**config.mk**
```make
export PLATFORM = sky130hd
export DESIGN_NAME = shanc_stage
export DESIGN_NICKNAME = d
export VERILOG_FILES = /design/src/rtl/shanc_pkg.sv /design/src/rtl/shanc_stage.sv
export SDC_FILE = /design/constraint.sdc
export NUM_CORES = 1
export LEC_CHECK = 0
export BUFFER_PORTS_ARGS = -buffer_cell sky130_fd_sc_hd__buf_2
export CORE_AREA = 2 2 641 643
export CTS_CLUSTER_SIZE = 10
export DETAILED_ROUTE_END_ITERATION = 6
export DIE_AREA = 0 0 643 645
export GPL_ROUTABILITY_DRIVEN = 0
export RECOVER_POWER = 100
export SYNTH_ARGS = -nofsm -noshare
export SYNTH_HDL_FRONTEND = slang
export SYNTH_SLANG_ARGS = --single-unit
```
**constraint.sdc**
```tcl
create_clock -name clk_i -period 0.8 [get_ports clk_i]
set_input_delay 0.04 -clock clk_i [delete_from_list [all_inputs] [get_ports clk_i]]
set_output_delay 0.04 -clock clk_i [all_outputs]
set_load 0.02 [all_outputs]
```
**src/rtl/shanc_pkg.sv**
```systemverilog
// Shared types, constants and SHA-256 round functions for the midstate nonce checker.
// No dependencies; used by every module in rtl/.
package shanc_pkg;

  typedef logic [31:0] word_t;
  // Working variables, index 0 is a, index 7 is h.
  typedef word_t [7:0] state_t;

  // Payload carried from one round stage to the next.
  // w[j] holds message word (round + j) for the round this stage performs.
  typedef struct packed {
    word_t [15:0] w;
    state_t       v;
    word_t        nonce;
  } stage_t;

  // Values derived from configuration, fixed for every nonce.
  typedef struct packed {
    word_t  w0;
    word_t  w1;
    word_t  w2;
    word_t  w16;
    word_t  w17;
    state_t v;    // a..h after round 2
  } baked_t;

  localparam int unsigned CfgIdxW = 3;
  localparam logic [CfgIdxW-1:0] RegMid01  = 3'd0;
  localparam logic [CfgIdxW-1:0] RegMid23  = 3'd1;
  localparam logic [CfgIdxW-1:0] RegMid45  = 3'd2;
  localparam logic [CfgIdxW-1:0] RegMid67  = 3'd3;
  localparam logic [CfgIdxW-1:0] RegTail01 = 3'd4;
  localparam logic [CfgIdxW-1:0] RegTail2  = 3'd5;

  localparam int unsigned FirstRound = 3;
  localparam int unsigned LastRound  = 60;
  localparam int unsigned NumStages  = LastRound - FirstRound + 1;

  localparam word_t       PadWord    = 32'h8000_0000;
  localparam word_t       LenWord    = 32'd640;
  localparam logic [15:0] HitPattern = 16'h32E7;

  localparam word_t RoundK [64] = '{
    32'h428A2F98, 32'h71374491, 32'hB5C0FBCF, 32'hE9B5DBA5,
    32'h3956C25B, 32'h59F111F1, 32'h923F82A4, 32'hAB1C5ED5,
    32'hD807AA98, 32'h12835B01, 32'h243185BE, 32'h550C7DC3,
    32'h72BE5D74, 32'h80DEB1FE, 32'h9BDC06A7, 32'hC19BF174,
    32'hE49B69C1, 32'hEFBE4786, 32'h0FC19DC6, 32'h240CA1CC,
    32'h2DE92C6F, 32'h4A7484AA, 32'h5CB0A9DC, 32'h76F988DA,
    32'h983E5152, 32'hA831C66D, 32'hB00327C8, 32'hBF597FC7,
    32'hC6E00BF3, 32'hD5A79147, 32'h06CA6351, 32'h14292967,
    32'h27B70A85, 32'h2E1B2138, 32'h4D2C6DFC, 32'h53380D13,
    32'h650A7354, 32'h766A0ABB, 32'h81C2C92E, 32'h92722C85,
    32'hA2BFE8A1, 32'hA81A664B, 32'hC24B8B70, 32'hC76C51A3,
    32'hD192E819, 32'hD6990624, 32'hF40E3585, 32'h106AA070,
    32'h19A4C116, 32'h1E376C08, 32'h2748774C, 32'h34B0BCB5,
    32'h391C0CB3, 32'h4ED8AA4A, 32'h5B9CCA4F, 32'h682E6FF3,
    32'h748F82EE, 32'h78A5636F, 32'h84C87814, 32'h8CC70208,
    32'h90BEFFFA, 32'hA4506CEB, 32'hBEF9A3F7, 32'hC67178F2
  };

  function automatic word_t ssig0(word_t x);
    return {x[6:0], x[31:7]} ^ {x[17:0], x[31:18]} ^ {3'b000, x[31:3]};
  endfunction

  function automatic word_t ssig1(word_t x);
    return {x[16:0], x[31:17]} ^ {x[18:0], x[31:19]} ^ {10'd0, x[31:10]};
  endfunction

  function automatic word_t bsig0(word_t x);
    return {x[1:0], x[31:2]} ^ {x[12:0], x[31:13]} ^ {x[21:0], x[31:22]};
  endfunction

  function automatic word_t bsig1(word_t x);
    return {x[5:0], x[31:6]} ^ {x[10:0], x[31:11]} ^ {x[24:0], x[31:25]};
  endfunction

  function automatic word_t chf(word_t e, word_t f, word_t g);
    return g ^ (e & (f ^ g));
  endfunction

  function automatic word_t majf(word_t a, word_t b, word_t c);
    return (a & b) | (c & (a | b));
  endfunction

  function automatic word_t bswap(word_t x);
    return {x[7:0], x[15:8], x[23:16], x[31:24]};
  endfunction

  // w[t] from w[t-2], w[t-7], w[t-15], w[t-16]
  function automatic word_t sched_f(word_t wm2, word_t wm7, word_t wm15, word_t wm16);
    return ssig1(wm2) + wm7 + ssig0(wm15) + wm16;
  endfunction

  function automatic state_t round_f(state_t s, word_t k, word_t w);
    word_t  t1;
    word_t  t2;
    state_t r;
    t1   = s[7] + bsig1(s[4]) + chf(s[4], s[5], s[6]) + k + w;
    t2   = bsig0(s[0]) + majf(s[0], s[1], s[2]);
    r[7] = s[6];
    r[6] = s[5];
    r[5] = s[4];
    r[4] = s[3] + t1;
    r[3] = s[2];
    r[2] = s[1];
    r[1] = s[0];
    r[0] = t1 + t2;
    return r;
  endfunction

endpackage

```
**src/rtl/shanc_stage.sv**
```systemverilog
// One pipeline stage: a SHA-256 round plus one step of the message schedule.
// Depends on shanc_pkg.
module shanc_stage (
  input  logic                clk_i,
  input  logic                rst_ni,
  input  logic                en_i,
  input  shanc_pkg::word_t    k_i,
  input  logic                valid_i,
  input  shanc_pkg::stage_t   data_i,
  output logic                valid_o,
  output shanc_pkg::stage_t   data_o
);

  logic               valid_q;
  shanc_pkg::stage_t  data_q;
  shanc_pkg::stage_t  data_d;

  always_comb begin
    data_d.nonce = data_i.nonce;
    data_d.v     = shanc_pkg::round_f(data_i.v, k_i, data_i.w[0]);
    // slide the window by one word, new word enters at the top
    data_d.w     = {shanc_pkg::sched_f(data_i.w[14], data_i.w[9], data_i.w[1], data_i.w[0]),
                    data_i.w[15:1]};
  end

  always_ff @(posedge clk_i or negedge rst_ni) begin
    if (!rst_ni) begin
      valid_q <= 1'b0;
    end else if (en_i) begin
      valid_q <= valid_i;
    end
  end

  always_ff @(posedge clk_i) begin
    if (en_i) begin
      data_q <= data_d;
    end
  end

  assign valid_o = valid_q;
  assign data_o  = data_q;

endmodule

```
==> flow_metrics.tcl <==
set metrics [dict create \
    start_kind "primary input" \
    hold_violations 34 \
    cp_slowest_stage_delay_ns 0.50 \
    crit_family "adder cells" \
    leakage_nw 32.9 \
    utilization 0.199 \
    path_buf_inv 5 \
    drv_slew 0 \
    max_slew_margin 0.378 \
    vias 37400 \
    drt_drc_violations_left 0 \
    fin_tns_setup_ns -1146.72 \
    htreeDepth 3 \
    power.density_nw_per_um2 4130 \
    fin_crit_sh 6.69 \
    drive_above_1_share 0.436 \
    yosys.area_share.adder 0.150 \
    rsz0062_at_grt "yes" \
    yosys.area.top_type "edfxtp_1" \
    grt_max_degree 45 \
    port_buffers 1636 \
    clock.fmax_ghz 0.187 \
    fin_skew_ns 0 \
    grt_usage 0.161 \
    clk_pin_slew_ns 0.06 \
    synth_cell_types 66 \
    die_area_sq_um 415000 \
    hold_ws_ns -0.475 \
    power_mw 336 \
    synth_area_sq_um 37400 \
    synth_top_area_share 0.643 \
    final_net_count 7330 \
    gr-total-overflow 0 \
    synth_mux_area_frac 0.0101 \
    synth_edf_count 800 \
    hold_class "primary input to flip-flop" \
    hpwl_um 298000 \
    finalSetupViolations 1674 \
    r2r_cells 1 \
    yosys-top-cells-area "edfxtp_1, fa_1, xnor2_1" \
    fp-row-count 235 \
    vias_per_cell 3.15 \
    synth-seq-cells 801 \
    start_util 0.0916 \
    cts_tree "built" \
    firstDrtPassIters 7 \
    yosys_warnings 0 \
    hp-start "data_i[128]" \
    maxCapViolCount 0 \
    synth_compound_area_frac 0.0542 \
    die_y_um 645 \
    fin_crit_ns 5.35 \
    arrival_ns 5.97 \
    worst_skew_pair.late_latency_ns 0.84 \
    synth_area_per_cell_sq_um 15.8 \
    path_max_fanout 3 \
    critPathCaptureType "flip-flop" \
    syn_inst 2358 \
    violations "hold timing, setup timing" \
    synth-simple-area-share 0.0276 \
    rrSetupSlack_ns 0.04 \
    mappedNetlistNets 3505 \
    cp-endpoint "data_o[59]" \
    cts.sinks 801 \
    wire_per_inst_um 29.4 \
    core_region_area_sq_um 408000 \
    antenna_found_initial 228 \
    synth_xor_xnor_area_share 0.0851 \
    worstPathRequired_ns 1.42 \
    area_growth_pct 118 \
    grt_pass1_wl_um 427000 \
    r2r-start "valid_o" \
    drt_iter0_drc 2779 \
    startpoint "data_i[289]" \
    drt_wl_total_um 348000 \
    cts-root-buf "clkbuf_16" \
    synth_flop_cell "edfxtp_1" \
    path_class "primary input to flip-flop" \
    seq_area_frac_synth 0.644 \
    crit_path_top_delay_cell "fa_1" \
    clockBufferDepth 4 \
    die_w_um 643 \
    synth_top_family_by_area "adder cells" \
    status "complete, but fails checks" \
    grt_pass1_vias 38800 \
    path_common_cell "fa_1" \
    cts_made_buffers 111 \
    worst_slack_ns -4.55 \
    antenna_left 0 \
    worst_slew_pin_slew_ns 0.930 \
    worstSetupPathDepth 27 \
    rr_endpoint "valid_o" \
    async_flop_share 0.00125 \
    vdd_ir_drop_max_mv 4.20 \
    ios 1637 \
]
==> routing by layer <==
layer  vias to the layer above  GRT usage  wire, um
met5                         -          0       509
met1                     18300      0.157    114000
met3                       720     0.0656     35300
met2                      2018      0.297    179000
met4                        80     0.0708     19700
li1                      16200          -         -
==> cell families (layout without fill, tap and decap cells) <==
logic type               after synthesis  in the layout
other                                  0            152
buffers and inverters                293           4181
XOR/XNOR                             363            363
AND/OR/NAND/NOR                      212            212
flip-flops                           801            801
multiplexers                          34             34
AO/OA/AOI/OAI                        313            313
adder cells (fa/ha/maj)              342            342
==> cell type report <==
cell class / instances / area (sq um)
Antenna cell: 152 / 380
Multi-Input combinational cell: 1264 / 14500
Clock buffer: 126 / 2860
Clock inverter: 50 / 544
Fill cell: 44300 / 327000
Inverter: 286 / 1130
Timing Repair Buffer: 3719 / 31100
Tap cell: 5451 / 6820
Sequential cell: 801 / 24000
==> how the worst min path moves through the flow <==
stage                  end  slack [ns]  cells past startpoint
2_1_floorplan      valid_o       -0.26                      0
3_3_place_gp       valid_o       -0.19                      1
3_5_place_dp       valid_o       -0.18                      1
4_1_cts        data_o[160]       -0.59                      2
5_1_grt        data_o[160]       -0.53                      2
6_report       data_o[160]       -0.48                      2
==> power by group <==
part           internal [mW]  leakage (nW)  total, mW  switching (mW)
registers               57.8          7.84       60.6            2.76
clock network           28.4          1.66       49.3            20.9
logic                    114          23.4        226             112
==> placed cells by master, fill, tap and decap left out, drive strengths merged, types with 31 or more instances in the layout <==
cell type    Yosys  final
buf              0   2154
xor2            94     94
fa             187    187
ha             124    124
edfxtp         800    800
a21oi          106    106
o21ai           58     58
diode            0    152
nor2            62     62
nand2           45     45
clkinv           0     32
a21o            48     48
inv            286    290
dlygate4sd3      0   1283
clkbuf           7    408
maj3            31     31
xnor2          269    269
==> timing repair <==
| item | 4_1_cts | 5_1_grt |
|---|---|---|
| hold buffers | 1283 | 3 |
| buffers inserted | 57 | 27 |
| endpoints found under the hold margin | 1472 | 193 |
| pin swaps | 206 | 130 |
| gates resized for setup | 1110 | 99 |
| setup endpoints to repair | 897 | 1444 |
==> per-stage QoR <==
step                      instances  cell area, sq um  setup slack, ns
final                         11800             81400            -4.55
after global routing          11800             81300            -4.68
after CTS                     11700             81000            -4.48
after detailed placement      10200             60400            -5.70
after global placement        10200             60400            -5.69
after floorplan                2358             38000            -4.82
==> cells in the mapped netlist (3+ instances only) <==
library cell  instances
edfxtp_1            800
inv_1               286
xnor2_1             269
fa_1                187
ha_1                124
a21oi_1             106
xor2_1               94
nor2_1               62
a21o_1               47
o21ai_0              47
nand2_1              45
maj3_1               31
mux2_2               30
nand3_1              23
o21a_1               20
nor3_1               16
a211oi_1             13
o21bai_1             13
nand4_1              12
o211ai_1             11
nand2b_1             10
o21ai_1              10
and3_1                9
a31oi_1               8
nor2b_1               8
clkbuf_1              7
nor4_1                5
o31ai_1               5
and2_1                4
mux2i_1               4
a211o_1               3
a21boi_0              3
and4_1                3
or2_2                 3
==> state kept, by name, summed over array words and instances, names as in the netlist <==
name     count
valid_o      1
data_o     800
Power figures use the tool's default switching activity.
