File: src/rtl/shanc_pkg.sv
// Shared types, constants and SHA-256 round functions for the midstate nonce checker.
// No dependencies; used by every module in rtl/.
package shanc_pkg;

  typedef logic [31:0] word_t;
  // Working variables, index 0 is a, index 7 is h.
  typedef word_t [7:0] state_t;

  // Payload carried from one round stage to the next.
  // w[j] holds message word (round + j) for the round this stage performs.
  typedef struct packed {
    word_t [15:0] w;
    state_t       v;
    word_t        nonce;
  } stage_t;

  // Values derived from configuration, fixed for every nonce.
  typedef struct packed {
    word_t  w0;
    word_t  w1;
    word_t  w2;
    word_t  w16;
    word_t  w17;
    state_t v;    // a..h after round 2
  } baked_t;

  localparam int unsigned CfgIdxW = 3;
  localparam logic [CfgIdxW-1:0] RegMid01  = 3'd0;
  localparam logic [CfgIdxW-1:0] RegMid23  = 3'd1;
  localparam logic [CfgIdxW-1:0] RegMid45  = 3'd2;
  localparam logic [CfgIdxW-1:0] RegMid67  = 3'd3;
  localparam logic [CfgIdxW-1:0] RegTail01 = 3'd4;
  localparam logic [CfgIdxW-1:0] RegTail2  = 3'd5;

  localparam int unsigned FirstRound = 3;
  localparam int unsigned LastRound  = 60;
  localparam int unsigned NumStages  = LastRound - FirstRound + 1;

  localparam word_t       PadWord    = 32'h8000_0000;
  localparam word_t       LenWord    = 32'd640;
  localparam logic [15:0] HitPattern = 16'h32E7;

  localparam word_t RoundK [64] = '{
    32'h428A2F98, 32'h71374491, 32'hB5C0FBCF, 32'hE9B5DBA5,
    32'h3956C25B, 32'h59F111F1, 32'h923F82A4, 32'hAB1C5ED5,
    32'hD807AA98, 32'h12835B01, 32'h243185BE, 32'h550C7DC3,
    32'h72BE5D74, 32'h80DEB1FE, 32'h9BDC06A7, 32'hC19BF174,
    32'hE49B69C1, 32'hEFBE4786, 32'h0FC19DC6, 32'h240CA1CC,
    32'h2DE92C6F, 32'h4A7484AA, 32'h5CB0A9DC, 32'h76F988DA,
    32'h983E5152, 32'hA831C66D, 32'hB00327C8, 32'hBF597FC7,
    32'hC6E00BF3, 32'hD5A79147, 32'h06CA6351, 32'h14292967,
    32'h27B70A85, 32'h2E1B2138, 32'h4D2C6DFC, 32'h53380D13,
    32'h650A7354, 32'h766A0ABB, 32'h81C2C92E, 32'h92722C85,
    32'hA2BFE8A1, 32'hA81A664B, 32'hC24B8B70, 32'hC76C51A3,
    32'hD192E819, 32'hD6990624, 32'hF40E3585, 32'h106AA070,
    32'h19A4C116, 32'h1E376C08, 32'h2748774C, 32'h34B0BCB5,
    32'h391C0CB3, 32'h4ED8AA4A, 32'h5B9CCA4F, 32'h682E6FF3,
    32'h748F82EE, 32'h78A5636F, 32'h84C87814, 32'h8CC70208,
    32'h90BEFFFA, 32'hA4506CEB, 32'hBEF9A3F7, 32'hC67178F2
  };

  function automatic word_t ssig0(word_t x);
    return {x[6:0], x[31:7]} ^ {x[17:0], x[31:18]} ^ {3'b000, x[31:3]};
  endfunction

  function automatic word_t ssig1(word_t x);
    return {x[16:0], x[31:17]} ^ {x[18:0], x[31:19]} ^ {10'd0, x[31:10]};
  endfunction

  function automatic word_t bsig0(word_t x);
    return {x[1:0], x[31:2]} ^ {x[12:0], x[31:13]} ^ {x[21:0], x[31:22]};
  endfunction

  function automatic word_t bsig1(word_t x);
    return {x[5:0], x[31:6]} ^ {x[10:0], x[31:11]} ^ {x[24:0], x[31:25]};
  endfunction

  function automatic word_t chf(word_t e, word_t f, word_t g);
    return g ^ (e & (f ^ g));
  endfunction

  function automatic word_t majf(word_t a, word_t b, word_t c);
    return (a & b) | (c & (a | b));
  endfunction

  function automatic word_t bswap(word_t x);
    return {x[7:0], x[15:8], x[23:16], x[31:24]};
  endfunction

  // w[t] from w[t-2], w[t-7], w[t-15], w[t-16]
  function automatic word_t sched_f(word_t wm2, word_t wm7, word_t wm15, word_t wm16);
    return ssig1(wm2) + wm7 + ssig0(wm15) + wm16;
  endfunction

  function automatic state_t round_f(state_t s, word_t k, word_t w);
    word_t  t1;
    word_t  t2;
    state_t r;
    t1   = s[7] + bsig1(s[4]) + chf(s[4], s[5], s[6]) + k + w;
    t2   = bsig0(s[0]) + majf(s[0], s[1], s[2]);
    r[7] = s[6];
    r[6] = s[5];
    r[5] = s[4];
    r[4] = s[3] + t1;
    r[3] = s[2];
    r[2] = s[1];
    r[1] = s[0];
    r[0] = t1 + t2;
    return r;
  endfunction

endpackage

File: src/rtl/shanc_bake.sv
// Configuration registers and the precompute sequencer (rounds 0..2, W16, W17).
// Depends on shanc_pkg.
module shanc_bake (
  input  logic                             clk_i,
  input  logic                             rst_ni,
  input  logic                             cfg_valid_i,
  output logic                             cfg_ready_o,
  input  logic [shanc_pkg::CfgIdxW-1:0]    cfg_index_i,
  input  logic [63:0]                      cfg_data_i,
  output logic                             busy_o,
  output shanc_pkg::baked_t                baked_o
);

  logic [3:0][63:0]      mid_q;
  logic [63:0]           tail01_q;
  logic [31:0]           tail2_q;
  logic                  busy_q;
  logic [1:0]            cnt_q;
  shanc_pkg::state_t     v_q;
  shanc_pkg::word_t      w16_q;
  shanc_pkg::word_t      w17_q;

  logic                  rebake;
  shanc_pkg::word_t      w0;
  shanc_pkg::word_t      w1;
  shanc_pkg::word_t      w2;
  shanc_pkg::word_t      k_sel;
  shanc_pkg::word_t      w_sel;
  shanc_pkg::state_t     mid_state;

  assign cfg_ready_o = 1'b1;
  assign rebake      = cfg_valid_i && (cfg_index_i <= shanc_pkg::RegTail2);

  assign w0 = tail01_q[63:32];
  assign w1 = tail01_q[31:0];
  assign w2 = tail2_q;

  always_comb begin
    for (int i = 0; i < 4; i++) begin
      mid_state[2*i]   = mid_q[i][63:32];
      mid_state[2*i+1] = mid_q[i][31:0];
    end
  end

  // cnt 1..3 runs rounds 0..2
  always_comb begin
    case (cnt_q)
      2'd1: begin
        k_sel = shanc_pkg::RoundK[0];
        w_sel = w0;
      end
      2'd2: begin
        k_sel = shanc_pkg::RoundK[1];
        w_sel = w1;
      end
      default: begin
        k_sel = shanc_pkg::RoundK[2];
        w_sel = w2;
      end
    endcase
  end

  always_ff @(posedge clk_i or negedge rst_ni) begin
    if (!rst_ni) begin
      mid_q    <= '0;
      tail01_q <= '0;
      tail2_q  <= '0;
    end else if (cfg_valid_i) begin
      case (cfg_index_i)
        shanc_pkg::RegMid01:  mid_q[0] <= cfg_data_i;
        shanc_pkg::RegMid23:  mid_q[1] <= cfg_data_i;
        shanc_pkg::RegMid45:  mid_q[2] <= cfg_data_i;
        shanc_pkg::RegMid67:  mid_q[3] <= cfg_data_i;
        shanc_pkg::RegTail01: tail01_q <= cfg_data_i;
        shanc_pkg::RegTail2:  tail2_q  <= cfg_data_i[31:0];
        default: ;
      endcase
    end
  end

  // reset also forces a pass so the derived values match the zeroed registers
  always_ff @(posedge clk_i or negedge rst_ni) begin
    if (!rst_ni) begin
      busy_q <= 1'b1;
      cnt_q  <= 2'd0;
    end else if (rebake) begin
      busy_q <= 1'b1;
      cnt_q  <= 2'd0;
    end else if (busy_q) begin
      cnt_q <= cnt_q + 2'd1;
      if (cnt_q == 2'd3) begin
        busy_q <= 1'b0;
      end
    end
  end

  always_ff @(posedge clk_i) begin
    if (busy_q && !rebake) begin
      if (cnt_q == 2'd0) begin
        v_q   <= mid_state;
        w16_q <= shanc_pkg::ssig0(w1) + w0;
        w17_q <= shanc_pkg::ssig1(shanc_pkg::LenWord) + shanc_pkg::ssig0(w2) + w1;
      end else begin
        v_q <= shanc_pkg::round_f(v_q, k_sel, w_sel);
      end
    end
  end

  assign busy_o      = busy_q;
  assign baked_o.w0  = w0;
  assign baked_o.w1  = w1;
  assign baked_o.w2  = w2;
  assign baked_o.w16 = w16_q;
  assign baked_o.w17 = w17_q;
  assign baked_o.v   = v_q;

endmodule

File: config.mk
export PLATFORM = sky130hd
export DESIGN_NAME = shanc_bake
export DESIGN_NICKNAME = d
export VERILOG_FILES = /design/src/rtl/shanc_pkg.sv /design/src/rtl/shanc_bake.sv
export SDC_FILE = /design/constraint.sdc
export NUM_CORES = 2
export LEC_CHECK = 0
export BUFFER_PORTS_ARGS = -buffer_cell sky130_fd_sc_hd__buf_2
export CAP_MARGIN = 0
export CORE_ASPECT_RATIO = 1.25
export CORE_MARGIN = 2
export CORE_UTILIZATION = 45
export DETAILED_ROUTE_END_ITERATION = 10
export GPL_TIMING_DRIVEN = 0
export PLACE_DENSITY_LB_ADDON = 0.25
export SETUP_SLACK_MARGIN = 0.5
export SLEW_MARGIN = 30
export SYNTH_ARGS = -nofsm -noshare
export SYNTH_HDL_FRONTEND = slang
export SYNTH_SLANG_ARGS = --single-unit
export TNS_END_PERCENT = 30
File: constraint.sdc
create_clock -name clk_i -period 13.16 [get_ports clk_i]
set_clock_uncertainty 0.2 [all_clocks]
set_input_delay 1.974 -clock clk_i [delete_from_list [all_inputs] [get_ports clk_i]]
set_output_delay 1.974 -clock clk_i [all_outputs]
set_load 0.005 [all_outputs]
==> impl_metrics.py <==
metrics = {
    "yosys": {
        "yosysWarnings": 0,
        "synthDistinctLibCells": 80,
        "synthCells": 3241,
        "async_flop_share_pct": 52.6,
        "synth_seq_area_share_pct": 46.1,
        "synth_top_cell_by_area": "edfxtp_1",
        "synth-seq-cells": 675,
        "synth_top_area_share_pct": 23.9,
        "synthTopCellsByArea": "edfxtp_1, dfrtp_1, mux2_2, xnor2_1, fa_1",
        "synth_edf_count": 320,
        "ys.flop_type": "dfrtp_1",
        "syn_nets": 3629,
        "syn-cell-area_um2": 40100,
        "avgSynthCellArea_um2": 12.4,
    },
    "cts": {
        "ctsRootBufferMaster": "clkbuf_16",
        "path_clk_slew_ns": 0.06,
        "ctsResizeCount": 0,
        "clk_latency_ns": 0.64,
        "cts_sinks": 675,
        "cts_setup_buffers": 0,
        "tritoncts": "yes",
        "htree_levels": 3,
        "clock_path_buffers": 3,
        "cts_hold_buf": 0,
        "cts_made_buffers": 74,
    },
    "timing": {
        "finalSetupTns_ns": 0,
        "max_clock_freq_mhz": 96.2,
        "fin_crit_sh_pct": 79.0,
        "worstMarginPinSlew_ns": 1.05,
        "hold_violations": 0,
        "relSlewSlack_pct": 29.9,
        "min_period_ns": 10.40,
        "slew_viol_final": 0,
        "rsz0062_at_grt": "false",
        "setup_viol": 0,
    },
    "drt": {
        "wire_per_inst_um": 28.9,
        "wirelength_um": 147000,
        "drc_errors": 0,
        "vias": 29000,
        "vias_per_cell": 5.71,
        "ant_nets": 0,
        "first_pass_iters": 6,
        "drt_iter0_markers": 2345,
    },
    "flow_run": {
        "drv_cap": 0,
    },
    "global_route": {
        "grt_pass1_vias": 29200,
        "grt.met3_usage_pct": 5.90,
        "use_met1_pct": 37.7,
        "grt-ovfl-total": 0,
        "grt_first_pass_wirelength_um": 206000,
        "antenna_found_initial": 13,
        "grt.total_usage_pct": 31.8,
        "grt_busiest_layer": "met2",
        "grt_max_degree": 75,
        "use_met2_pct": 54.4,
    },
    "place": {
        "portBuffers": 484,
        "dpl.hpwl_um": 120000,
        "gp_congestion": 0.994,
    },
    "floorplanning": {
        "ios": 488,
        "die_w_um": 271,
        "coreArea_um2": 88500,
        "die_h_um": 338,
        "start_util_pct": 45.3,
        "rows": 122,
        "dieArea_um2": 91600,
    },
    "setup_path": {
        "path_max_fanout": 16,
        "arrival_ns": 10.67,
        "r2r_start": "cnt_q[1]",
        "worstSetupStartpointType": "flop",
        "end_kind": "flop",
        "criticalPathCategory": "reg2reg",
        "cpMostUsedCell": "fa_1",
        "crit_family": "adder cells",
        "slowest_stage": "ha_1",
        "cp-startpoint": "cnt_q[1]",
        "path_buf_inv": 5,
        "slowest_delay_ns": 0.92,
        "crit_required_ns": 13.43,
    },
    "final_layout": {
        "layout-drive-gt1-share_pct": 31.6,
        "nNetsFinal": 4223,
        "syn2layout_area_growth_pct": 17.5,
        "nFillCells": 7856,
    },
    "hold_path": {
        "worstHoldStart": "mid_q[209]",
        "hp-class": "reg2reg",
    },
    "outcome": {
        "status": "complete, no violations",
    },
}
## area by class of cell
type	count	area, um^2	share of cell area, %
Antenna cell	2	5.00	0.0106
Timing Repair Buffer	518	3070	6.50
Inverter	174	653	1.38
Buffer	184	701	1.48
Sequential cell	675	18500	39.2
Tap cell	1178	1470	3.12
Clock inverter	39	334	0.708
Clock buffer	99	2130	4.51
Multi-Input combinational cell	2208	20300	43.1
## metal layers
layer / routed length (um) / part of all wire (%) / up-vias
met5: 12 / 0.0082 / -
met3: 10900 / 7.4 / 317
met1: 55400 / 38 / 14500
met4: 9310 / 6.3 / 2
li1: - / - / 12800
met2: 71300 / 49 / 1310
## layout by cell type (no fill, tap or decap), drive strengths merged, types with 82 or more instances in the layout
cell type / netlist / final
a21oi: 128 / 128
buf: 3 / 521
clkbuf: 181 / 280
dfrtp: 354 / 354
edfxtp: 320 / 320
fa: 124 / 124
ha: 194 / 194
inv: 173 / 182
mux2: 562 / 562
nand2: 108 / 108
nor2: 95 / 95
o21ai: 124 / 124
xnor2: 294 / 294
xor2: 82 / 82
## state kept, by name (all words and copies together) (netlist names)
| signal | flops |
|---|---|
| tail01_q | 64 |
| busy_o | 1 |
| cnt_q | 2 |
| mid_q | 256 |
| tail2_q | 32 |
| baked_o | 256 |
| w17_q | 32 |
| w16_q | 32 |
## per-stage QoR
step / std cells / setup WS (ns) / util (%) / instance area, um^2 / hold WS [ns]
6_report: 5077 / 2.76 / 53.3 / 47200 / 0.302
5_1_grt: 5075 / 2.28 / 53.3 / 47200 / 0.309
4_1_cts: 5075 / 2.81 / 53.3 / 47200 / 0.301
3_5_place_dp: 4937 / 2.81 / 50.5 / 44700 / 0.288
3_3_place_gp: 4903 / -0.769 / 49.7 / 44000 / 0.281
2_1_floorplan: 3241 / 3.43 / - / 40100 / 0.274
## synthesized netlist by cell type, drive strengths merged (4+ instances only)
cell type  number
and2            9
maj3           27
nor4            5
o21ai         124
a211o           6
a21boi          8
fa            124
inv           173
a211oi         25
nor2           95
o31ai          15
nor2b          10
edfxtp        320
a21oi         128
a31oi          11
and3           20
o311ai          4
o211ai          9
xnor2         294
a21o           70
o31a            5
and4            4
o21a           25
nand4           6
a221o          17
ha            194
a31o            4
nand2b         18
o21bai         25
mux2i          19
dfrtp         354
xor2           82
a2111oi         5
clkbuf        181
a22oi          21
nand3          32
mux2          562
nand2         108
a221oi          4
or3            12
nor3           37
## logic make-up (layout without fill, tap and decap cells)
| family | after synthesis | in the layout | synth area share, % |
|---|---|---|---|
| xor gates and xnor gates | 376 | 376 | 8.20 |
| adders and majority gates | 345 | 345 | 12.9 |
| buffers and inverters | 358 | 1014 | 3.36 |
| and+or+nand+nor | 373 | 373 | 4.46 |
| DFF | 675 | 675 | 46.1 |
| AOI/OAI and AO/OA | 530 | 530 | 8.65 |
| other | 1 | 3 | 0.00934 |
| muxes | 583 | 583 | 16.3 |
## worst paths after layout
kind | end | slack [ns] | cells after the start
max | baked_o[28] | 2.76 | 30
min | mid_q[209] | 0.30 | 1
max reg2reg | baked_o[28] | 2.76 | 30
min reg2reg | mid_q[209] | 0.30 | 1
max in group asynchronous | tail01_q[30] | 10.34 | 4
min in group asynchronous | mid_q[7] | 0.94 | 1
Power is left out: the tool's default activity adds up to more than one toggle a clock period on the data nets, which glitch-free logic cannot reach.
