File: config.mk
export PLATFORM = sky130hd
export DESIGN_NAME = shanc_out
export DESIGN_NICKNAME = d
export VERILOG_FILES = /design/src/rtl/shanc_pkg.sv /design/src/rtl/shanc_out.sv
export SDC_FILE = /design/constraint.sdc
export NUM_CORES = 1
export LEC_CHECK = 0
export BUFFER_PORTS_ARGS = -buffer_cell sky130_fd_sc_hd__buf_2
export CORE_MARGIN = 4
export CORE_UTILIZATION = 43
export DETAILED_ROUTE_END_ITERATION = 10
export GPL_TIMING_DRIVEN = 0
export PLACE_DENSITY = 0.75
export REMOVE_ABC_BUFFERS = 1
export SLEW_MARGIN = 20
export SYNTH_ARGS = -nofsm -noshare
export SYNTH_HDL_FRONTEND = slang
export SYNTH_SLANG_ARGS = --single-unit
File: constraint.sdc
create_clock -name clk_i -period 3.65 [get_ports clk_i]
set_input_delay 0.365 -clock clk_i [delete_from_list [all_inputs] [get_ports clk_i]]
set_output_delay 0.365 -clock clk_i [all_outputs]
set_load 0.01 [all_outputs]
File: src/rtl/shanc_pkg.sv
// Shared types, constants and SHA-256 round functions for the midstate nonce checker.
// No dependencies; used by every module in rtl/.
package shanc_pkg;

  typedef logic [31:0] word_t;
  // Working variables, index 0 is a, index 7 is h.
  typedef word_t [7:0] state_t;

  // Payload carried from one round stage to the next.
  // w[j] holds message word (round + j) for the round this stage performs.
  typedef struct packed {
    word_t [15:0] w;
    state_t       v;
    word_t        nonce;
  } stage_t;

  // Values derived from configuration, fixed for every nonce.
  typedef struct packed {
    word_t  w0;
    word_t  w1;
    word_t  w2;
    word_t  w16;
    word_t  w17;
    state_t v;    // a..h after round 2
  } baked_t;

  localparam int unsigned CfgIdxW = 3;
  localparam logic [CfgIdxW-1:0] RegMid01  = 3'd0;
  localparam logic [CfgIdxW-1:0] RegMid23  = 3'd1;
  localparam logic [CfgIdxW-1:0] RegMid45  = 3'd2;
  localparam logic [CfgIdxW-1:0] RegMid67  = 3'd3;
  localparam logic [CfgIdxW-1:0] RegTail01 = 3'd4;
  localparam logic [CfgIdxW-1:0] RegTail2  = 3'd5;

  localparam int unsigned FirstRound = 3;
  localparam int unsigned LastRound  = 60;
  localparam int unsigned NumStages  = LastRound - FirstRound + 1;

  localparam word_t       PadWord    = 32'h8000_0000;
  localparam word_t       LenWord    = 32'd640;
  localparam logic [15:0] HitPattern = 16'h32E7;

  localparam word_t RoundK [64] = '{
    32'h428A2F98, 32'h71374491, 32'hB5C0FBCF, 32'hE9B5DBA5,
    32'h3956C25B, 32'h59F111F1, 32'h923F82A4, 32'hAB1C5ED5,
    32'hD807AA98, 32'h12835B01, 32'h243185BE, 32'h550C7DC3,
    32'h72BE5D74, 32'h80DEB1FE, 32'h9BDC06A7, 32'hC19BF174,
    32'hE49B69C1, 32'hEFBE4786, 32'h0FC19DC6, 32'h240CA1CC,
    32'h2DE92C6F, 32'h4A7484AA, 32'h5CB0A9DC, 32'h76F988DA,
    32'h983E5152, 32'hA831C66D, 32'hB00327C8, 32'hBF597FC7,
    32'hC6E00BF3, 32'hD5A79147, 32'h06CA6351, 32'h14292967,
    32'h27B70A85, 32'h2E1B2138, 32'h4D2C6DFC, 32'h53380D13,
    32'h650A7354, 32'h766A0ABB, 32'h81C2C92E, 32'h92722C85,
    32'hA2BFE8A1, 32'hA81A664B, 32'hC24B8B70, 32'hC76C51A3,
    32'hD192E819, 32'hD6990624, 32'hF40E3585, 32'h106AA070,
    32'h19A4C116, 32'h1E376C08, 32'h2748774C, 32'h34B0BCB5,
    32'h391C0CB3, 32'h4ED8AA4A, 32'h5B9CCA4F, 32'h682E6FF3,
    32'h748F82EE, 32'h78A5636F, 32'h84C87814, 32'h8CC70208,
    32'h90BEFFFA, 32'hA4506CEB, 32'hBEF9A3F7, 32'hC67178F2
  };

  function automatic word_t ssig0(word_t x);
    return {x[6:0], x[31:7]} ^ {x[17:0], x[31:18]} ^ {3'b000, x[31:3]};
  endfunction

  function automatic word_t ssig1(word_t x);
    return {x[16:0], x[31:17]} ^ {x[18:0], x[31:19]} ^ {10'd0, x[31:10]};
  endfunction

  function automatic word_t bsig0(word_t x);
    return {x[1:0], x[31:2]} ^ {x[12:0], x[31:13]} ^ {x[21:0], x[31:22]};
  endfunction

  function automatic word_t bsig1(word_t x);
    return {x[5:0], x[31:6]} ^ {x[10:0], x[31:11]} ^ {x[24:0], x[31:25]};
  endfunction

  function automatic word_t chf(word_t e, word_t f, word_t g);
    return g ^ (e & (f ^ g));
  endfunction

  function automatic word_t majf(word_t a, word_t b, word_t c);
    return (a & b) | (c & (a | b));
  endfunction

  function automatic word_t bswap(word_t x);
    return {x[7:0], x[15:8], x[23:16], x[31:24]};
  endfunction

  // w[t] from w[t-2], w[t-7], w[t-15], w[t-16]
  function automatic word_t sched_f(word_t wm2, word_t wm7, word_t wm15, word_t wm16);
    return ssig1(wm2) + wm7 + ssig0(wm15) + wm16;
  endfunction

  function automatic state_t round_f(state_t s, word_t k, word_t w);
    word_t  t1;
    word_t  t2;
    state_t r;
    t1   = s[7] + bsig1(s[4]) + chf(s[4], s[5], s[6]) + k + w;
    t2   = bsig0(s[0]) + majf(s[0], s[1], s[2]);
    r[7] = s[6];
    r[6] = s[5];
    r[5] = s[4];
    r[4] = s[3] + t1;
    r[3] = s[2];
    r[2] = s[1];
    r[1] = s[0];
    r[0] = t1 + t2;
    return r;
  endfunction

endpackage

File: src/rtl/shanc_out.sv
// Hit compare, output register and skid slot; produces the pipeline advance enable.
// Depends on shanc_pkg.
module shanc_out (
  input  logic               clk_i,
  input  logic               rst_ni,
  input  logic               last_valid_i,
  input  shanc_pkg::word_t   last_nonce_i,
  input  shanc_pkg::word_t   last_e_i,
  input  logic               out_ready_i,
  output logic               en_o,
  output logic               out_valid_o,
  output logic [31:0]        nonce_echo_o,
  output logic               hit_o
);

  logic         out_valid_q;
  logic [31:0]  out_nonce_q;
  logic         out_hit_q;
  logic         skid_valid_q;
  logic [31:0]  skid_nonce_q;
  logic         skid_hit_q;

  logic         take;
  logic         incoming;
  logic         last_hit;

  assign en_o     = !skid_valid_q;
  assign take     = out_valid_q && out_ready_i;
  assign incoming = last_valid_i && en_o;
  assign last_hit = (last_e_i[15:0] == shanc_pkg::HitPattern);

  always_ff @(posedge clk_i or negedge rst_ni) begin
    if (!rst_ni) begin
      out_valid_q  <= 1'b0;
      skid_valid_q <= 1'b0;
    end else if (skid_valid_q) begin
      if (take) begin
        skid_valid_q <= 1'b0;
      end
    end else if (incoming) begin
      if (out_valid_q && !take) begin
        skid_valid_q <= 1'b1;
      end else begin
        out_valid_q <= 1'b1;
      end
    end else if (take) begin
      out_valid_q <= 1'b0;
    end
  end

  always_ff @(posedge clk_i) begin
    if (skid_valid_q) begin
      if (take) begin
        out_nonce_q <= skid_nonce_q;
        out_hit_q   <= skid_hit_q;
      end
    end else if (incoming) begin
      if (out_valid_q && !take) begin
        skid_nonce_q <= last_nonce_i;
        skid_hit_q   <= last_hit;
      end else begin
        out_nonce_q <= last_nonce_i;
        out_hit_q   <= last_hit;
      end
    end
  end

  assign out_valid_o  = out_valid_q;
  assign nonce_echo_o = out_nonce_q;
  assign hit_o        = out_hit_q;

endmodule

==> impl_metrics.json, run 1 <==
{
  "cts_tree": "done",
  "drtIter0Drc": 35,
  "cp-startpoint": "skid_valid_q",
  "max_cap_violations": 0,
  "synth-simple-area-share_pct": 3.00,
  "num-fill-cells": 458,
  "yosysTopAreaCellShare_pct": 78.0,
  "h-tree-depth": 3,
  "rsz0062_at_grt": "false",
  "grt_usage_pct": 13.9,
  "hold_buffers": 1,
  "die_w_um": 84.9,
  "detail-route-antenna-nets": 0,
  "r2r_slack_ns": 1.40,
  "crit_required_ns": 3.68,
  "gr-total-overflow": 0,
  "netlist_area_mm2": 0.00254,
  "setup_viol": 0,
  "hp-class": "in -> reg",
  "yosys.area.top_type": "edfxtp_1",
  "leakagePower_nw": 1.27,
  "cpPeakStageDelay_ns": 0.53,
  "timing.fmax_mhz": 444,
  "cp_cell_sequence": "buf_12, inv_1, nand2_1, nor3b_2, buf_4, buf_6, buf_4",
  "die_h_um": 84.9,
  "cts-resized-gates": 0,
  "synth_mux_area_share_pct": 14.2,
  "worst_slew_pin_slew_ns": 0.636,
  "ys_warn_count": 0,
  "drcViolationCount": 0,
  "nets": 291,
  "area_delta_synth_final_pct": 29.8,
  "synthCells": 122,
  "syn_area_per_cell_um2": 20.8,
  "power_mw": 2.41,
  "critical_path.endpoint_type": "flip-flop",
  "clockBufferDepth": 2,
  "worstSkewPairLatency_ns": 0.33,
  "grt_pass1_wl_um": 7530,
  "synth_top_family_by_area": "multiplexers",
  "cts_sinks": 68,
  "synth_seq_area_share_pct": 79.9,
  "n_antenna_cell": 0,
  "wl_um": 4710,
  "power_density_mw_per_mm2": 730,
  "vias": 1448,
  "synth-xor-area-share_pct": 0,
  "crit_type": "reg -> reg",
  "grt_pass1_vias": 1491,
  "drive_above_1_share_pct": 64.3,
  "cts_setup_buffers": 0,
  "yosys-top-cells-area": "edfxtp_1 78%, mux2_2 14%, dfrtp_1 2.0%",
  "wl_per_cell_um": 15.8,
  "floorplan.initialDensity_pct": 45.3,
  "grt_max_degree": 27,
  "fin_skew_ns": 0.00644,
  "yosys.area_share.adder_pct": 0,
  "status": "finished clean",
  "slowest_stage": "dfrtp_2",
  "io_pins": 103,
  "synth_compound_area_share_pct": 1.53,
  "gp_congestion": 0.717,
  "relSlewSlack_pct": 57.6,
  "fin_crit_sh_pct": 61.6,
  "synth-seq-cells": 68,
  "crit_end": "skid_nonce_q[10]",
  "path_common_cell": "buf_4",
  "r2r_start": "skid_valid_q",
  "ctsRootBufferMaster": "clkbuf_8",
  "cp_max_fo": 26,
  "vias_per_cell": 4.84,
  "reg2reg_to": "skid_nonce_q[10]",
  "final-max-slew-violation-count": 0,
  "grt_antenna_before_repair": 0,
  "dr.pass1.iters": 4,
  "io_buffers": 86,
  "dp_hpwl_um": 3420,
  "core_area_mm2": 0.00561,
  "cp_data_arrival_time_ns": 2.28,
  "rows": 27,
  "reg2reg_depth": 7,
  "worst_setup_path_start_kind": "flip-flop",
  "ir_worst_vdd_mv": 0.404,
  "cts_buffers": 9,
  "synthDistinctLibCells": 16,
  "die_area_mm2": 0.00721,
  "postLayoutCoreUtil_pct": 58.8,
  "fin_crit_ns": 2.25,
  "path_clk_slew_ns": 0.08,
  "hold_viol": 0
}
==> cell usage after synthesis <==
library cell and n:
o21ai_0 1, a21oi_1 2, a22oi_1 1, buf_4 3, nand2_1 5, edfxtp_1 66
and4bb_2 1, nor4b_2 1, dfrtp_1 2, nor3_1 1, buf_2 1, mux2_2 32
nor3b_1 1, inv_1 2, nand4b_1 2, o41ai_2 1
==> critical path: cells and delay by family, from the launching register on <==
| kind | cells | cell delay (ns) |
|---|---|---|
| buffers and inverters | 5 | 0.89 |
| DFF | 1 | 0.53 |
| and+or+nand+nor | 2 | 0.52 |
==> flip-flops by register name (all words and copies together), names as in the netlist <==
register,count
hit_o,1
skid_nonce_q,32
skid_hit_q,1
out_valid_o,1
nonce_echo_o,32
skid_valid_q,1
==> per-layer routing <==
| layer | share of wire [%] | track usage (%) | vias to the layer above |
|---|---|---|---|
| li1 | - | - | 692 |
| met1 | 43 | 17.9 | 692 |
| met2 | 49 | 21.4 | 56 |
| met3 | 5.8 | 2.62 | 8 |
| met4 | 2.2 | 9.06 | 0 |
| met5 | 0 | 0 | - |
==> layout make-up <==
cell class / count / area [µm²] / share of cell area (%)
inverter: 2 / 7.51 / 0.228
multi-input combinational: 48 / 485 / 14.7
clock inverter: 6 / 42.5 / 1.29
sequential: 68 / 2030 / 61.6
tap: 72 / 90.1 / 2.73
timing repair buffer: 94 / 517 / 15.7
clock buffer: 9 / 124 / 3.75
==> cell usage in the layout, fill, tap and decap left out <==
master | synthesis | routed
nor3_1 | 1 | 1
nand4b_1 | 2 | 2
a22oi_2 | 0 | 1
clkinv_4 | 0 | 2
dfrtp_1 | 2 | 1
dfrtp_2 | 0 | 1
edfxtp_1 | 66 | 66
nor3b_2 | 0 | 1
and4bb_2 | 1 | 1
buf_6 | 0 | 3
buf_12 | 0 | 1
clkbuf_8 | 0 | 9
mux2_2 | 32 | 32
a21oi_1 | 2 | 2
nand2_1 | 5 | 5
buf_2 | 1 | 86
clkinvlp_4 | 0 | 2
dlygate4sd3_1 | 0 | 1
o21ai_0 | 1 | 1
nor4b_2 | 1 | 1
buf_4 | 3 | 3
inv_1 | 2 | 2
clkinv_2 | 0 | 2
o41ai_2 | 1 | 1
==> stage by stage <==
stage                     hold WS, ns  instances  TNS [ns]  setup slack, ns  area (µm²)
after floorplan                0.0694        118    -14.44           -0.438        2510
after global placement          0.150        276    -99.54            -2.03        3040
after detailed placement        0.154        283         0             1.41        3120
after global routing            0.194        299         0             1.28        3300
after CTS                       0.194        299         0             1.38        3300
final                           0.216        299         0             1.40        3300
==> worst min-delay path by stage <==
stage | start | to | slack [ns] | cells past startpoint
2_1_floorplan | rst_ni | out_valid_o | 0.07 | 0
3_3_place_gp | rst_ni | skid_valid_q | 0.15 | 1
3_5_place_dp | rst_ni | out_valid_o | 0.15 | 1
4_1_cts | last_nonce_i[8] | skid_nonce_q[8] | 0.19 | 1
5_1_grt | last_nonce_i[3] | skid_nonce_q[3] | 0.19 | 1
6_report | last_nonce_i[15] | skid_nonce_q[15] | 0.22 | 1
==> power by group <==
group | switching, mW | internal, mW | leakage, nW
combinational | 0.353 | 0.321 | 0.554
clock | 0.281 | 0.242 | 0.0811
sequential | 0.0775 | 1.13 | 0.638
total | 0.711 | 1.70 | 1.27
==> kinds of logic after synthesis <==
group	Yosys count
buf+inv	6
mux	32
simple gates	11
flops	68
compound gates	5
No activity file was read; power rests on OpenSTA's default activity.
==> run 2, diff against run 1 <==
- clock period: 3.65 -> 1.9 ns (I/O delays scaled with it)
==> impl_metrics.json, run 2 (same netlist as run 1, synthesis figures left out) <==
{
  "gp_congestion": 0.717,
  "power_density_mw_per_mm2": 1410,
  "cp_cell_sequence": "buf_12, inv_1, nand2_1, nor3b_4, buf_6, buf_6",
  "grt_antenna_before_repair": 0,
  "die_h_um": 84.9,
  "cp_top_family": "buffers and inverters",
  "ctsRootBufferMaster": "clkbuf_8",
  "grt_pass1_wl_um": 7580,
  "worstSkewPairLatency_ns": 0.33,
  "leakagePower_nw": 1.29,
  "cts_buffers": 9,
  "vias_per_cell": 4.85,
  "path_common_cell": "buf_6",
  "dr.pass1.iters": 4,
  "fin_crit_sh_pct": 89.5,
  "instances_no_fill": 301,
  "num-fill-cells": 452,
  "critical_path.endpoint_type": "flip-flop",
  "area_delta_synth_final_pct": 30.8,
  "vias": 1459,
  "die_w_um": 84.9,
  "detail-route-antenna-nets": 0,
  "dp_hpwl_um": 3420,
  "io_buffers": 86,
  "place_ws_ns": -0.345,
  "layout_setup_ws_ns": 0.199,
  "ir_worst_vdd_mv": 0.727,
  "cts_sinks": 68,
  "gr-total-overflow": 0,
  "cts_tree": "done",
  "floorplan.initialDensity_pct": 45.3,
  "cpPeakStageDelay_ns": 0.43,
  "h-tree-depth": 3,
  "max_cap_violations": 0,
  "timing.fmax_mhz": 588,
  "final-max-slew-violation-count": 0,
  "relSlewSlack_pct": 79.2,
  "grt_pass1_vias": 1510,
  "power_mw": 4.68,
  "cp_max_fo": 26,
  "slowest_stage": "dfrtp_2",
  "multi_input_area_um2": 492,
  "ff_latch_area_mm2": 0.00203,
  "rows": 27,
  "grt_max_degree": 27,
  "io_pins": 103,
  "n_antenna_cell": 0,
  "crit_type": "reg -> reg",
  "hp-class": "in -> reg",
  "worst_setup_path_start_kind": "flip-flop",
  "fin_crit_ns": 1.70,
  "path_clk_slew_ns": 0.08,
  "clockBufferDepth": 2,
  "status": "finished clean",
  "die_area_mm2": 0.00721,
  "holdCritStartpoint": "last_nonce_i[15]",
  "wl_per_cell_um": 15.7,
  "drive_above_1_share_pct": 64.6,
  "final_common_cell": "buf_2",
  "grt_usage_pct": 13.9,
  "final_cell_mix": "86 x buf_2, 66 x edfxtp_1, 32 x mux2_2",
  "nets": 293,
  "setup_viol": 0,
  "cp-startpoint": "skid_valid_q",
  "wl_um": 4740,
  "placed_cells": 283,
  "crit_required_ns": 1.93,
  "hold_viol": 0,
  "drtIter0Drc": 40,
  "worst_slew_pin_slew_ns": 0.311,
  "drcViolationCount": 0,
  "r2r_start": "skid_valid_q",
  "core_area_mm2": 0.00561,
  "cp_data_arrival_time_ns": 1.73,
  "fin_skew_ns": 0.00742,
  "rsz0062_at_grt": "false",
  "path_buf_inv": 4
}
==> run 2: cell types whose count changed in the layout (fill, tap and decap cells not counted) <==
cell     before  now
buf_4         3    4
nor3b_2       1    0
nor3b_4       0    1
buf_6         3    4
==> run 2: final timing paths <==
kind / endpoint / slack, ns / cells after the start
max: skid_nonce_q[10] / 0.20 / 6
min: skid_nonce_q[15] / 0.04 / 1
max reg2reg: skid_nonce_q[10] / 0.20 / 6
min reg2reg: hit_o / 0.53 / 2
max in group asynchronous: skid_valid_q / 1.62 / 2
min in group asynchronous: skid_valid_q / 0.17 / 2
==> run 2: repair_timing <==
action | in CTS | in global routing
setup endpoints to repair | 55 | 9
cloned | 0 | 0
hold buffers | 1 | 0
resized for setup | 1 | 1
endpoints found under the hold margin | 2 | 0
setup buffers | 3 | 0
pin swaps | 2 | 1
==> run 2: per-layer routing <==
layer  routed length (µm)  vias to the layer above  GRT usage [%]
li1                     -                      694              -
met1                 2090                      703           18.0
met2                 2260                       54           21.5
met3                  275                        8           2.62
met4                  106                        0           9.06
met5                    0                        -              0
==> run 2: stage by stage <==
step	utilization [%]	hold WS [ns]	setup TNS, ns	cell area [µm²]
6_report	59.3	0.0399	0	3320
5_1_grt	59.3	0.0190	0	3320
4_1_cts	59.3	0.0191	0	3330
3_5_place_dp	55.7	-0.0211	-7.37	3120
3_3_place_gp	54.1	-0.0251	-222.13	3040
2_1_floorplan	-	-0.106	-117.85	2510
==> run 2: where the power goes <==
part | switching [mW] | internal (mW) | leakage, nW
logic | 0.733 | 0.653 | 0.569
registers | 0.106 | 2.18 | 0.638
clock network | 0.540 | 0.465 | 0.0811
==> run 2: layout make-up <==
| cell class | count | area share [%] |
|---|---|---|
| clock buffers | 9 | 3.73 |
| clock inverters | 6 | 1.28 |
| inverters | 2 | 0.226 |
| multi-input cells | 48 | 14.8 |
| flip-flops and latches | 68 | 61.2 |
| well taps | 72 | 2.71 |
| repair buffers | 96 | 16.1 |
==> run 3, diff against run 2 <==
- CORE_ASPECT_RATIO: not set -> 2
==> impl_metrics.json, run 3 (same netlist as run 1, synthesis figures left out) <==
{
  "vias": 1484,
  "fin_crit_sh_pct": 90.3,
  "die_h_um": 117,
  "vias_per_cell": 5.06,
  "max_cap_violations": 0,
  "detail-route-antenna-nets": 0,
  "placed_cells": 271,
  "dr.pass1.iters": 3,
  "hp-class": "in -> reg",
  "area_delta_synth_final_pct": 36.0,
  "floorplan.initialDensity_pct": 44.5,
  "num-fill-cells": 442,
  "grt_pass1_wl_um": 7910,
  "cp_max_fo": 10,
  "gr-total-overflow": 0,
  "worst_slew_pin_slew_ns": 0.239,
  "hold-worst-slack_ns": 0.0534,
  "die_area_mm2": 0.00728,
  "final_cell_mix": "86 x buf_2, 66 x edfxtp_1, 32 x mux2_2",
  "grt_max_degree": 30,
  "final-max-slew-violation-count": 0,
  "h-tree-depth": 3,
  "relSlewSlack_pct": 84.1,
  "path_clk_slew_ns": 0.05,
  "worstSkewPairLatency_ns": 0.32,
  "worst_setup_path_start_kind": "flip-flop",
  "final_common_cell": "buf_2",
  "io_buffers": 86,
  "io_pins": 103,
  "rows": 39,
  "core_area_mm2": 0.00571,
  "nets": 295,
  "critical_path.endpoint_type": "flip-flop",
  "drive_above_1_share_pct": 63.8,
  "grt_pass1_vias": 1596,
  "drcViolationCount": 0,
  "leakagePower_nw": 1.37,
  "rsz0062_at_grt": "false",
  "ctsRootBufferMaster": "clkbuf_16",
  "setup_viol": 0,
  "crit_required_ns": 1.92,
  "cts_sinks": 68,
  "n_antenna_cell": 0,
  "wl_per_cell_um": 17.1,
  "grt_antenna_before_repair": 0,
  "status": "finished clean",
  "die_w_um": 62.4,
  "crit_type": "reg -> reg",
  "clockBufferDepth": 2,
  "grt_usage_pct": 14.8,
  "fin_crit_ns": 1.72,
  "cp_data_arrival_time_ns": 1.74,
  "power_mw": 5.41,
  "tns_ns": 0,
  "cts_tree": "done",
  "gp_congestion": 0.669,
  "timing.fmax_mhz": 583,
  "ir_worst_vdd_mv": 1.31,
  "cts_buffers": 9,
  "hold_viol": 0,
  "dp_hpwl_um": 3630,
  "wl_um": 5000,
  "power_density_mw_per_mm2": 1560,
  "instances_no_fill": 293,
  "drtIter0Drc": 18,
  "fin_skew_ns": 0.00397
}
-- run 3: cell types whose count changed in the layout (fill, tap and decap cells not counted), sizes merged --
cell | previous run | this run
clkinvlp | 2 | 0
bufinv | 0 | 2
clkinv | 4 | 5
buf | 95 | 97
-- run 3: final cells by class --
class                   instances  area (µm²)  area share, %
clock buffers                   9         225           6.51
clock inverters                 7        81.3           2.35
inverters                       2        7.51          0.217
multi-input cells              48         492           14.2
flip-flops and latches         68        2030           58.8
well taps                      61        76.3           2.21
repair buffers                 98         543           15.7
-- run 3: report_power, final --
group	leakage, nW	internal, mW	total [mW]	switching, mW
logic	0.577	0.676	1.39	0.718
clock network	0.152	1.13	1.69	0.562
registers	0.638	2.18	2.32	0.140
-- run 3: timing repair --
action / CTS / global route
setup buffers: 1 / 4
hold endpoints to repair: 2 / 0
pin swaps: 1 / 1
hold buffers: 1 / 0
resized for setup: 1 / 0
setup endpoints to repair: 10 / 25
-- run 3: worst paths after layout --
path                                   from          endpoint  slack [ns]  depth (start not counted)
max reg2reg                    skid_valid_q  skid_nonce_q[21]        0.18                          5
min in group asynchronous            rst_ni      skid_valid_q        0.18                          2
min                        last_nonce_i[20]  skid_nonce_q[20]        0.05                          1
min reg2reg                      skid_hit_q             hit_o        0.54                          2
max in group asynchronous            rst_ni      skid_valid_q        1.61                          2
max                            skid_valid_q  skid_nonce_q[21]        0.18                          5
-- run 3: stage by stage --
stage | area, µm² | setup slack [ns] | util, %
after floorplan | 2510 | -2.19 | -
after global placement | 3020 | -3.77 | 52.9
after detailed placement | 3100 | -0.145 | 54.3
after CTS | 3430 | 0.0469 | 60.0
after global routing | 3460 | 0.106 | 60.6
final | 3460 | 0.184 | 60.6
-- run 3: routing by layer --
layer | track usage (%) | wire [µm]
met1 | 13.7 | 1640
met5 | 0 | 0
met4 | 9.35 | 120
met3 | 5.58 | 392
met2 | 26.6 | 2850
-- run 3: critical path, stage by stage, from the launching register on --
cell and delay [ns]:
dfrtp_2 0.50, inv_1 0.10, nand2_1 0.13, nor3b_4 0.24, buf_4 0.23, buf_4 0.22
